==> config.mk <==
export PLATFORM = sky130hd
export DESIGN_NAME = npc_ctrl
export DESIGN_NICKNAME = d
export VERILOG_FILES = /design/src/rtl/nearest_palette_color_top_macros.svh /design/src/rtl/npc_pkg.sv /design/src/rtl/npc_ctrl.sv
export SDC_FILE = /design/constraint.sdc
export NUM_CORES = 1
export LEC_CHECK = 0
export ABC_AREA = 1
export BUFFER_PORTS_ARGS = -buffer_cell sky130_fd_sc_hd__buf_4
export CAP_MARGIN = 15
export CORE_MARGIN = 2
export CORE_UTILIZATION = 50
export DETAILED_ROUTE_END_ITERATION = 16
export PLACE_DENSITY_LB_ADDON = 0.25
export SLEW_MARGIN = 20
export SYNTH_ARGS = -nofsm -noshare
export SYNTH_HDL_FRONTEND = slang
export SYNTH_SLANG_ARGS = --single-unit
==> constraint.sdc <==
create_clock -name clk -period 2 [get_ports clk]
set_input_delay 0.4 -clock clk [delete_from_list [all_inputs] [get_ports clk]]
set_output_delay 0.4 -clock clk [all_outputs]
set_load 0.005 [all_outputs]
==> src/rtl/nearest_palette_color_top_macros.svh <==
// Assertion macros for the nearest palette color block.
// Included by the top level; depends on nothing else.
`ifndef NEAREST_PALETTE_COLOR_TOP_MACROS_SVH
`define NEAREST_PALETTE_COLOR_TOP_MACROS_SVH

// Checks that a condition implies another in the same cycle.
`define NPC_ASSERT_NOW(label, clk, rst_n, ante, cons) \
  label: assert property (@(posedge clk) disable iff (!rst_n) (ante) |-> (cons)) \
    else $error("nearest palette color: same-cycle check failed");

// Checks that a condition implies another in the following cycle.
`define NPC_ASSERT_NEXT(label, clk, rst_n, ante, cons) \
  label: assert property (@(posedge clk) disable iff (!rst_n) (ante) |=> (cons)) \
    else $error("nearest palette color: next-cycle check failed");

`endif

==> src/rtl/npc_pkg.sv <==
// Shared types and constants for the nearest palette color block.
// Used by the controller, the datapath and the top level; no dependencies.
package npc_pkg;

  localparam int PALETTE_SIZE = 256;
  localparam int IDX_W        = 8;
  localparam int COLOR_W      = 8;
  localparam int SQ_W         = 2 * COLOR_W;
  localparam int DIST_W       = 18;
  localparam int COUNT_W      = 9;
  localparam int ENTRY_W      = 3 * COLOR_W;

  localparam logic [COUNT_W-1:0] COUNT_RESET  = COUNT_W'(PALETTE_SIZE);
  localparam logic [COUNT_W-1:0] COUNT_LIMIT  = COUNT_W'(PALETTE_SIZE);
  localparam logic [DIST_W-1:0]  MAX_DIST     = DIST_W'(195075);

  // Request kinds carried on the input user field.
  localparam logic REQ_LOAD     = 1'b0;
  localparam logic REQ_CLASSIFY = 1'b1;

  typedef enum logic [3:0] {
    ST_IDLE  = 4'b0001,
    ST_SCAN  = 4'b0010,
    ST_DRAIN = 4'b0100,
    ST_FIN   = 4'b1000
  } state_t;

  // Commands from the controller to the datapath.
  typedef struct packed {
    logic             pal_we;
    logic             latch_query;
    logic             rd_en;
    logic [IDX_W-1:0] rd_addr;
    logic             rd_first;
    logic             rd_last;
    logic             publish;
  } npc_cmd_t;

  // Status from the datapath to the controller.
  typedef struct packed {
    logic scan_done;
    logic out_free;
  } npc_stat_t;

endpackage

==> src/rtl/npc_ctrl.sv <==
// Controller for the nearest palette color block: handshake, count register, scan sequencing.
// Depends on npc_pkg.
module npc_ctrl (
  input  logic                        clk,
  input  logic                        rst_n,
  input  logic                        in_tvalid,
  output logic                        in_tready,
  input  logic                        in_req_type,
  input  logic                        cfg_we,
  input  logic [npc_pkg::COUNT_W-1:0] cfg_wdata,
  output npc_pkg::npc_cmd_t           cmd,
  input  npc_pkg::npc_stat_t          stat
);
  import npc_pkg::*;

  state_t             state_r, state_nxt;
  logic [COUNT_W-1:0] count_r;
  logic [IDX_W-1:0]   scan_idx_r, scan_idx_nxt;
  logic [IDX_W-1:0]   last_idx;
  logic               accept;
  logic               scan_last;

  // Highest entry searched: a count of zero searches entry zero, a large count saturates.
  always_comb begin
    if (count_r == '0) begin
      last_idx = '0;
    end else if (count_r > COUNT_LIMIT) begin
      last_idx = IDX_W'(COUNT_LIMIT - COUNT_W'(1));
    end else begin
      last_idx = IDX_W'(count_r - COUNT_W'(1));
    end
  end

  assign in_tready = (state_r == ST_IDLE);
  assign accept    = in_tvalid && in_tready;
  assign scan_last = (scan_idx_r == last_idx);

  // Next state and scan counter.
  always_comb begin
    state_nxt    = state_r;
    scan_idx_nxt = scan_idx_r;
    unique case (state_r)
      ST_IDLE: begin
        scan_idx_nxt = '0;
        if (accept && (in_req_type == REQ_CLASSIFY)) begin
          state_nxt = ST_SCAN;
        end
      end
      ST_SCAN: begin
        scan_idx_nxt = scan_idx_r + IDX_W'(1);
        if (scan_last) begin
          state_nxt = ST_DRAIN;
        end
      end
      ST_DRAIN: begin
        if (stat.scan_done) begin
          state_nxt = ST_FIN;
        end
      end
      ST_FIN: begin
        if (stat.out_free) begin
          state_nxt = ST_IDLE;
        end
      end
      default: state_nxt = ST_IDLE;
    endcase
  end

  // Commands to the datapath.
  always_comb begin
    cmd.pal_we      = accept && (in_req_type == REQ_LOAD);
    cmd.latch_query = accept && (in_req_type == REQ_CLASSIFY);
    cmd.rd_en       = (state_r == ST_SCAN);
    cmd.rd_addr     = scan_idx_r;
    cmd.rd_first    = (scan_idx_r == '0);
    cmd.rd_last     = scan_last;
    cmd.publish     = (state_r == ST_FIN) && stat.out_free;
  end

  // State, counter and count register.
  always_ff @(posedge clk) begin
    if (!rst_n) begin
      state_r    <= ST_IDLE;
      scan_idx_r <= '0;
      count_r    <= COUNT_RESET;
    end else begin
      state_r    <= state_nxt;
      scan_idx_r <= scan_idx_nxt;
      if (cfg_we) begin
        count_r <= cfg_wdata;
      end
    end
  end

endmodule

**After elaboration in Yosys (flattened, before gate mapping)**

Index checks and enable logic that the tools add are counted.

- Register bits after elaboration: 21
- Word-level logic and storage cells: 32

- Add/sub/neg operators: 2
- Order comparisons: 1
- Equal/unequal tests: 9
- Muxes and demuxes: 8
- Bitwise gates (word level): 1
- Reduce and logical (&&, ||, !) cells: 8

Operators by type and width:

| operator | number |
|---|---|
| $mux 4 | 4 |
| $mux 8 | 2 |
| $pmux 4 s4 | 1 |
| $pmux 8 s2 | 1 |
| $gt 9x9->1 const B | 1 |
| $logic_not 9->1 | 1 |
| $add 8x1->8 const B | 1 |
| $eq 8x8->1 | 1 |
| $logic_not 8->1 | 1 |
| $sub 8x1->8 const B | 1 |
| $eq 4x1->1 const B | 1 |
| $eq 4x2->1 const B | 1 |
| $eq 4x3->1 const B | 1 |
| $eq 4x4->1 const B | 1 |
| $logic_and 1x1->1 | 4 |
| $ne 2x1->1 const B | 2 |
| $ne 2x2->1 const B | 2 |
| $reduce_and 4->1 | 1 |
| $reduce_bool 2->1 | 1 |
| $not 1->1 | 1 |

**Longest topological paths before layout**

Gate-level depths: netlist of the first run.

- Depth after elaboration: 6
- Gate-level depth with buffers: 16
- Mapped depth without buffers: 16

**Least setup slack after synthesis of the first run**

No wires, ideal clock.

- Path kind: reg-to-output
- From: reg count_r[0]
- To: out cmd[1] (netlist name)
- Arrival time: 1.490 ns
- Required time: 1.600 ns
- Setup slack: 0.110 ns
- Stages on the path, launching flop included: 13
- Buffers on the path: 2
- Path through: dfxtp_1 > inv_1 > ha_1 > nand2_1 > o21ai_2 > buf_6 > nand3_2 > nand3_1 > nand2_1 > nor2_1 > nand3_1 > inv_1 > buf_4

- Cells in the longest elaborated chain, start to end: 4
- Elaborated cells between the ends (all ways): 6
- Classes of those cells: add/sub (1); order compare (1); eq/ne (1); mux (2); reduce/logical (1)

RTL lines:

| item | line | source |
|---|---|---|
| from (decl) | npc_ctrl.sv:17 | `logic [COUNT_W-1:0] count_r;` |
| from (signal assigned) | npc_ctrl.sv:90 | `count_r <= cfg_wdata;` |
| $sub 8x1->8 / $gt 9x9->1 (equally long branches) | npc_ctrl.sv:30, npc_ctrl.sv:27 |  |
| $mux 8 | npc_ctrl.sv:27 | `end else if (count_r > COUNT_LIMIT) begin` |
| $mux 8 * | npc_ctrl.sv:25 | `if (count_r == '0) begin` |
| $eq 8x8->1 * | npc_ctrl.sv:36 | `assign scan_last = (scan_idx_r == last_idx);` |
| to (decl) | npc_ctrl.sv:11 | `output npc_pkg::npc_cmd_t cmd,` |

Mark *: on every way between the ends. The rest lies on a longest branch, timed or not.

==> flow_summary.toml, run 1 <==
[synth]
ys_seq_elements = 21
synth-compound-area-share_pct = 13.4
yosys-top-cells-count = "56 x nand2_1, 31 x inv_1, 24 x nor2_1"
synth_mux_area_share_pct = 0
yosysMostFrequentCell = "nand2_1"
syn_area_um2 = 1400
syn-num-nets = 240
ys_warn_count = 0
netlist.top_cell.by_area = "dfxtp_1"
synth-main-ff-cell = "dfxtp_1"
synth.area.top_cells = "dfxtp_1 30%, nand2_1 15%, inv_1 8.3%, nand3_1 6.4%, nor2_1 6.4%"
synth_xor_area_share_pct = 0.624
synth-async-reset-ratio_pct = 0
yosys.area_share.adder_pct = 3.57
syn_area_per_cell_um2 = 6.38
synthDistinctLibCells = 29
synth-simple-area-share_pct = 40.2
synth-edff-count = 0
synth_top_family_by_area = "simple AND/OR/NAND/NOR gates"
syn_inst = 220
netlist.area_leader.share_pct = 29.9
yosysSeqAreaShare_pct = 29.9

[clock_network]
clk_latency_ps = 320
cts_buffers = 3
cts_root_buf = "clkbuf_4"
clockBufferDepth = 2
tritoncts = "built"
cts.clk_slew.worst_paths_ps = 130
cts.sinks = 21
h-tree-depth = 1
cts_hold_buffers = 0

[timing]
finalHoldViolations = 0
slew_headroom_pct = 75.2
finalClockSkew_ps = 9.28
fmax_ghz = 0.430
setup_viol = 1
layout_min_cycle_time_ps = 2330
finalCritPeriodShare_pct = 116
finalMaxSlewViolations = 0
max_slew.worst_pin.slew_ps = 369
worst_slack_ps = -327
rsz0062_at_grt = "true"

[final_layout]
antenna_cells = 0
regArea_um2 = 427
final_cell_count_no_fill = 291
multiInputGateArea_um2 = 965
num-fill-cells = 228
drive_gt1_share_pct = 34.6
nNetsFinal = 281
area_delta_synth_final_pct = 36.6

[power]
clock_power_share_pct = 17.2
p_int_mw = 0.773
combPwrFrac_pct = 44.1
p_leak_nw = 0.896
p_seq_share_pct = 38.7
power.switching_mw = 0.503
swShare_pct = 39.4
p_per_area_nw_per_um2 = 665
vdd_drop_max_mv = 0.718

[detailed_routing]
drtAntennaViolNets = 0
firstDrtPassIters = 5
drtIter0Drc = 45
drt_wl_total_um = 3730
routedWlPerCell_um = 12.8
via_per_inst = 5.42
remaining_drc_errors = 0
vias = 1576

[setup_path]
crit_chain = "inv_2, ha_4, nand2_4, o21ai_4, buf_6, nand3_4, nand3_2, nand2_2, nor2_4, nand3_2, inv_2, buf_6"
cp.buffers_inverters = 4
crit_path_max_incr_delay_ps = 350
crit_type = "reg2out"
cp_max_fo = 6
crit_arrival_ps = 1930
path_delay_family = "simple AND/OR/NAND/NOR gates"
r2r_slack_ps = 160
start_kind = "register"
cp_slowest_cell = "dfxtp_2"
required_ps = 1600
end_kind = "output port"

[outcome]
violations = "negative setup slack"
status = "finished with violations"

[die]
dieArea_um2 = 3250
rows = 19
coreArea_um2 = 2710
die_x_um = 57.0
start_util_pct = 51.8
io_pins = 31
die_h_um = 57.0

[flow_run]
cap_viol_max_count = 0

[placement]
dp_slack_ps = 1.29
io_buffers = 30
dpl.cell_count = 283
dp_hpwl_um = 2450
gp_congestion = 0.863

[grt]
antenna_found_initial = 0
overflow = 0
grt_use_total_pct = 22.4
grt_max_degree = 16
grt_pass1_vias = 1379
grt_pass1_wl_um = 5800

[min_path]
hold_class = "in2reg"
==> layer usage <==
layer / part of all wire, % / GRT usage (%) / up-vias / wire length [um]
met5: 0 / 0 / - / 0
met2: 50 / 39.4 / 49 / 1860
met4: 3.0 / 7.97 / 0 / 112
met3: 4.9 / 2.04 / 15 / 183
li1: - / - / 796 / -
met1: 42 / 28.6 / 716 / 1570
==> cells in the final DEF, fill, tap and decap left out, types with 2 or more instances in the layout <==
master / synthesis / layout
nand2_1: 56 / 50
inv_1: 31 / 28
nand2_4: 0 / 3
nand3_1: 18 / 11
buf_6: 2 / 5
a211oi_1: 2 / 2
dfxtp_2: 0 / 5
nor4_1: 3 / 3
nand3_2: 4 / 9
clkbuf_4: 0 / 3
nor2_2: 2 / 4
buf_4: 2 / 38
o21ai_0: 11 / 10
nand4_1: 4 / 4
nor2_1: 24 / 19
nand3_4: 0 / 2
nor3_1: 4 / 4
nand2_2: 2 / 6
nor2_4: 2 / 5
a21oi_1: 14 / 14
dfxtp_1: 21 / 16
inv_2: 1 / 4
ha_1: 4 / 2
ha_4: 0 / 2
==> cell families (layout without fill, tap and decap cells) <==
group / count (synthesis) / after routing
adder cells (fa/ha/maj): 4 / 4
buffers and inverters: 40 / 79
flip-flops: 21 / 21
AO/OA/AOI/OAI: 33 / 33
AND/OR/NAND/NOR: 121 / 122
XOR/XNOR: 1 / 1
==> worst min-delay path, delay by kind of cell <==
kind / cells / cell delay [ps]
buf+inv: 1 / 70
compound gates: 2 / 110
==> power groups by stage <==
stage	combinational (mW)	clock, mW	sequential [mW]
2_1_floorplan	0.326	0	0.492
3_3_place_gp	0.482	0	0.497
3_5_place_dp	0.484	0	0.498
4_1_cts	0.508	0.218	0.490
5_1_grt	0.629	0.236	0.501
6_report	0.563	0.219	0.494
==> worst paths after layout <==
| kind | start | endpoint | cells past startpoint |
|---|---|---|---|
| worst max-delay path | count_r[1]$_SDFFE_PN0P_ | cmd[1] | 12 |
| worst min-delay path | cfg_wdata[8] | count_r[8]$_SDFFE_PN1P_ | 3 |
| worst max register to register | count_r[1]$_SDFFE_PN0P_ | state_r[3]$_SDFFE_PN0P_ | 14 |
| worst min register to register | count_r[4]$_SDFFE_PN0P_ | count_r[4]$_SDFFE_PN0P_ | 2 |
==> cell type report <==
cell class                      instances  area share (%)
Tap cell                               31            2.02
Multi-Input combinational cell        160            50.3
Timing Repair Buffer                   43            17.8
Clock buffer                            4            1.37
Inverter                               32            6.26
Sequential cell                        21            22.2
==> registers in the layout, indices dropped and copies added (netlist names) <==
register,flops
count_r,9
scan_idx_r,8
state_r,4
==> timing repair <==
action                     4_1_cts  5_1_grt
setup endpoints to repair        1        1
gates cloned                     1        0
pin swaps                       11       16
resized for setup               20       27
buffers inserted                 2        1
==> stage by stage <==
stage | hold WS [ps] | power (mW) | cell area, um2 | utilization (%) | TNS [ps]
CTS | 287 | 1.22 | 1800 | 66.3 | -263
finish | 279 | 1.28 | 1920 | 70.8 | -327
detailed placement | 486 | 0.983 | 1690 | 62.4 | 0
global route | 305 | 1.37 | 1920 | 70.8 | -475
global placement | 481 | 0.979 | 1690 | 62.4 | 0
floorplan | 458 | 0.818 | 1400 | - | 0
Note: power is estimated with default switching activity, not from simulation.
==> run 2, diff against run 1 <==
- REMOVE_ABC_BUFFERS: not set -> 1
==> run 2 against run 1 <==
  * Clock skew up 3.7 ps
  * The flow still finishes with violations (negative setup slack)
  * Cell count up 2.1%
  * Non-clock buffer count up 7
  * Fmax up 0.94%
  * Critical path depth up 2
  * Die area unchanged
  * Final area about the same
  * Largest power group unchanged
  * Combinational power down 3.9%
  * Register-to-register slack worse by 330 ps
==> flow_summary.toml, run 2 (synthesis results as in run 1) <==
[outcome]
status = "finished with violations"
violations = "negative setup slack"

[detailed_routing]
routedWlPerCell_um = 12.0
firstDrtPassIters = 4
drt_wl_total_um = 3570
remaining_drc_errors = 0
drtIter0Drc = 36
vias = 1549
via_per_inst = 5.22
drtAntennaViolNets = 0

[clock_network]
cts.sinks = 21
clk_latency_ps = 310
cts.clk_slew.worst_paths_ps = 110
clockBufferDepth = 2
cts_buffers = 3
cts_root_buf = "clkbuf_4"
cts_hold_buffers = 0
tritoncts = "built"
h-tree-depth = 1

[timing]
finalClockSkew_ps = 13.0
finalCritPeriodShare_pct = 115
rsz0062_at_grt = "true"
setup_viol = 3
layout_min_cycle_time_ps = 2310
max_slew.worst_pin.slew_ps = 389
finalHoldViolations = 0
slew_headroom_pct = 74.0
finalMaxSlewViolations = 0
worst_slack_ps = -306
finalSetupTns_ps = -567
fmax_ghz = 0.434

[die]
start_util_pct = 51.8
die_h_um = 57.0
io_pins = 31
die_x_um = 57.0
dieArea_um2 = 3250
coreArea_um2 = 2710
rows = 19

[final_layout]
largest_reg_flops = 9
area_delta_synth_final_pct = 36.5
final_cell_mix = "52 x nand2_1, 44 x buf_4, 27 x inv_1"
multiInputGateArea_um2 = 902
reg_top3 = "count_r x9, scan_idx_r x8, state_r x4"
utilization_pct = 70.7
nNetsFinal = 287
layout_commonest_cell = "nand2_1"
regArea_um2 = 432
antenna_cells = 0
regMostFlops = "count_r"
drive_gt1_share_pct = 33.8
num-fill-cells = 240

[setup_path]
end_kind = "output port"
crit_start = "count_r[1]$_SDFFE_PN0P_"
cp_max_fo = 6
start_kind = "register"
crit_arrival_ps = 1910
crit_type = "reg2out"
reg2reg_from = "count_r[1]$_SDFFE_PN0P_"
required_ps = 1600

[flow_run]
cap_viol_max_count = 0

[power]
p_leak_nw = 0.911
p_per_area_nw_per_um2 = 646
vdd_drop_max_mv = 0.610

[placement]
io_buffers = 30
dp_hpwl_um = 2460
gp_congestion = 0.887

[grt]
overflow = 0
grt_use_total_pct = 21.1
grt_pass1_vias = 1383
grt_max_degree = 16
grt_pass1_wl_um = 5530
antenna_found_initial = 0

[min_path]
hp-start = "cfg_we"
hold_class = "in2reg"
[run 2: worst max-delay path, cell delays in order, from the launching register on]
cell and delay, ps:
dfxtp_2 340, inv_2 70, ha_4 140, nand2_4 70
nor2_4 150, nand2_4 80, buf_6 130, nand2_2 60
nand2_1 40, nand2_1 70, nand2_2 70, nor2_4 130
nand3_2 90, inv_2 60, buf_6 80
[run 2: what timing repair did]
| item | 4_1_cts | 5_1_grt |
|---|---|---|
| buffers inserted | 7 | 3 |
| pin swaps | 9 | 7 |
| endpoints found under the setup margin | 1 | 3 |
| resized for setup | 26 | 14 |
[run 2: stage by stage]
step	setup slack, ps	area, um2	hold slack, ps	instances	power (mW)
after floorplan	34.3	1350	457	212	0.806
after global placement	25.0	1700	483	284	0.976
after detailed placement	-6.55	1700	484	284	0.983
after CTS	-244	1840	315	294	1.20
after global routing	-428	1920	304	297	1.33
final	-306	1920	309	297	1.24
[run 2: path summary, 6_finish.rpt]
path | to | slack [ps] | depth (start not counted)
setup / recovery | cmd[1] | -310 | 14
hold / removal | count_r[8]$_SDFFE_PN1P_ | 310 | 2
setup reg to reg | state_r[3]$_SDFFE_PN0P_ | -170 | 19
hold reg to reg | scan_idx_r[7]$_SDFFE_PN0P_ | 520 | 2
[run 2: layer usage]
| metal | GRT usage [%] | wire (um) | share of wire (%) | vias to the layer above |
|---|---|---|---|---|
| met5 | 0 | 0 | 0 | - |
| li1 | - | - | - | 805 |
| met1 | 27.6 | 1500 | 42 | 694 |
| met3 | 2.04 | 209 | 5.9 | 5 |
| met4 | 10.3 | 35 | 0.98 | 0 |
| met2 | 34.8 | 1820 | 51 | 45 |
[run 2: cell type report]
| cell class | count | share of cell area (%) |
|---|---|---|
| multi-input combinational | 159 | 47.1 |
| sequential | 21 | 22.5 |
| timing repair buffer | 50 | 20.8 |
| inverter | 32 | 6.27 |
| tap | 31 | 2.02 |
| clock buffer | 4 | 1.37 |
[run 2: power by group]
| group | switching (mW) | total (mW) | leakage, nW | internal [mW] |
|---|---|---|---|---|
| Sequential | 0.0370 | 0.490 | 0.174 | 0.453 |
| Combinational | 0.312 | 0.541 | 0.721 | 0.229 |
| Clock | 0.130 | 0.208 | 0.0150 | 0.0777 |
==> run 3, diff against run 2 <==
- ABC_AREA: 1 -> not set
==> run 3 against run 2 <==
  * The flow still finishes with violations (negative setup slack)
  * Sequential share of layout area fell by 4.1 points
  * Sequential power fell by 5.9%
  * Cell count is 3.7% higher
  * Largest power group unchanged
  * Global-route usage increased by 9.3 points
  * Critical path depth down 4
  * Largest cell class unchanged
  * Sequential cell count is the same
  * Via count is 19% higher
  * Wire length increased by 39%
  * Worst setup slack worse by 620 ps
  * Utilization up 6.8 points
  * Count of clock-buffer cells in the layout shrank 1
==> flow_summary.toml, run 3 <==
[outcome]
status = "finished with violations"
violations = "negative setup slack"

[grt]
antenna_found_initial = 0
grt_pass1_wl_um = 8260
grt_use_total_pct = 30.4
overflow = 0
grt_pass1_vias = 1822
grt_max_degree = 19

[detailed_routing]
drtAntennaViolNets = 0
remaining_drc_errors = 0
routedWlPerCell_um = 16.2
firstDrtPassIters = 4
drtIter0Drc = 94
drt_wl_total_um = 4980
vias = 1840
via_per_inst = 5.97

[clock_network]
clockBufferDepth = 2
cts.clk_slew.worst_paths_ps = 130
cts.sinks = 21
clk_latency_ps = 330
tritoncts = "built"
h-tree-depth = 1
cts_root_buf = "clkbuf_4"
cts_buffers = 3

[die]
dieArea_um2 = 3590
rows = 20
start_util_pct = 52.1
coreArea_um2 = 3000
io_pins = 31
die_h_um = 59.9
die_x_um = 59.9

[final_layout]
largest_reg_flops = 9
layout_commonest_cell = "buf_4"
final_cell_mix = "80 x buf_4, 27 x nor2_1, 15 x dfxtp_1"
reg_top3 = "count_r x9, scan_idx_r x8, state_r x4"
drive_gt1_share_pct = 45.1
regArea_um2 = 428
regMostFlops = "count_r"
nNetsFinal = 296
num-fill-cells = 220
multiInputGateArea_um2 = 1120
utilization_pct = 77.5
antenna_cells = 0
area_delta_synth_final_pct = 48.9

[timing]
finalHoldViolations = 0
slew_headroom_pct = 72.5
rsz0062_at_grt = "true"
fmax_ghz = 0.342
holdWs_ps = 267
max_slew.worst_pin.slew_ps = 412
finalMaxSlewViolations = 0
finalCritPeriodShare_pct = 146
layout_min_cycle_time_ps = 2920
finalSetupTns_ps = -1800
worst_slack_ps = -921
finalClockSkew_ps = 5.37
setup_viol = 6

[synth]
netlist.top_cell.by_area = "dfxtp_1"
syn_inst = 198
synthDistinctLibCells = 58
syn_area_per_cell_um2 = 7.90
ys_warn_count = 0
synth-main-ff-cell = "dfxtp_1"
netlist.area_leader.share_pct = 26.9
yosys-top-cells-count = "29 x nor2_1, 21 x dfxtp_1, 12 x inv_1"
synth.area.top_cells = "dfxtp_1 27%, nor2_1 7.0%, mux2i_1 5.8%, ha_1 3.2%, a21oi_1 2.9%"
syn_area_um2 = 1560
yosysMostFrequentCell = "nor2_1"
ys_seq_elements = 21
synth-edff-count = 0
yosysSeqAreaShare_pct = 26.9
synth-async-reset-ratio_pct = 0

[setup_path]
required_ps = 1600
cp_slowest_cell = "or4b_4"
end_kind = "output port"
cp.buffers_inverters = 3
crit_path_max_incr_delay_ps = 480
crit_arrival_ps = 2520
crit_chain = "inv_2, ha_4, or4b_4, buf_6, nor2_4, maj3_2, xnor2_2, nor4_2, and4_1, buf_4"
crit_type = "reg2out"
start_kind = "register"
cp_max_fo = 3
path_delay_family = "simple AND/OR/NAND/NOR gates"

[power]
p_leak_nw = 1.03
p_total_mw = 1.30
vdd_drop_max_mv = 0.364
p_per_area_nw_per_um2 = 558

[placement]
dp_hpwl_um = 3560
gp_congestion = 0.859
io_buffers = 30
dp_slack_ps = -610

[flow_run]
cap_viol_max_count = 0

[min_path]
hold_class = "in2reg"
==> run 3: changes by cell type after synthesis, sizes merged, moves of 5 or more <==
cell   before  now
a21oi      14    9
inv        32   12
mux2i       0    9
nand2      58   10
nand3      22    9
o21ai      12    6
==> run 3: path summary, 6_finish.rpt <==
check / from / end / slack [ps] / depth (start not counted)
worst max register to register: count_r[0]$_SDFFE_PN0P_ / state_r[1]$_SDFFE_PN0P_ / -360 / 11
worst min-delay path: rst_n / state_r[0]$_SDFFE_PN1P_ / 270 / 2
worst min register to register: scan_idx_r[7]$_SDFFE_PN0P_ / scan_idx_r[7]$_SDFFE_PN0P_ / 600 / 2
worst max-delay path: count_r[0]$_SDFFE_PN0P_ / cmd[1] / -920 / 10
==> run 3: routing by layer <==
layer | vias to the layer above | global-route usage [%] | share of wire, %
li1 | 880 | - | -
met1 | 869 | 37.8 | 41
met2 | 75 | 52.3 | 51
met3 | 16 | 3.90 | 5.0
met4 | 0 | 12.7 | 2.8
met5 | - | 0 | 0
==> run 3: repair_timing <==
action,4_1_cts,5_1_grt
gates resized for setup,25,10
setup endpoints to repair,7,8
buffers inserted,9,1
pin swaps,8,8
hold buffers,0,0
endpoints found under the hold margin,0,0
cloned,0,0
==> run 3: area by class of cell <==
type / count / area share [%]
Multi-Input combinational cell: 152 / 48.3
Timing Repair Buffer: 85 / 28.2
Sequential cell: 21 / 18.4
Inverter: 13 / 2.20
Tap cell: 33 / 1.77
Clock buffer: 3 / 0.967
Clock inverter: 1 / 0.215
==> run 3: kinds of logic (layout without fill, tap and decap cells) <==
| kind of cell | after synthesis | count (layout) | synth area share, % |
|---|---|---|---|
| AOI/OAI and AO/OA | 46 | 46 | 22.2 |
| muxes | 10 | 10 | 6.48 |
| DFF | 21 | 21 | 26.9 |
| xor gates and xnor gates | 4 | 4 | 2.24 |
| adders and majority gates | 5 | 5 | 3.84 |
| buffers and inverters | 25 | 102 | 7.28 |
| and+or+nand+nor | 87 | 87 | 31.0 |
==> run 3: worst reg2reg max path: stages (launching register included) <==
cell and delay [ps]:
dfxtp_2 350, inv_2 70, ha_4 130, or4b_4 480
buf_4 160, a2111oi_4 200, nor3_2 80, a211oi_2 250
buf_4 140, buf_4 100, nor4b_4 190, a21oi_1 100
==> run 3: where the power goes <==
| group | switching, mW | internal, mW |
|---|---|---|
| clock network | 0.155 | 0.0754 |
| logic | 0.284 | 0.324 |
| registers | 0.0209 | 0.440 |
| total | 0.460 | 0.840 |
==> run 3: through the flow <==
stage                     cells  area (um2)
after global routing        308        2330
after floorplan             186        1500
after detailed placement    294        2100
final                       308        2330
after global placement      294        2100
after CTS                   307        2280
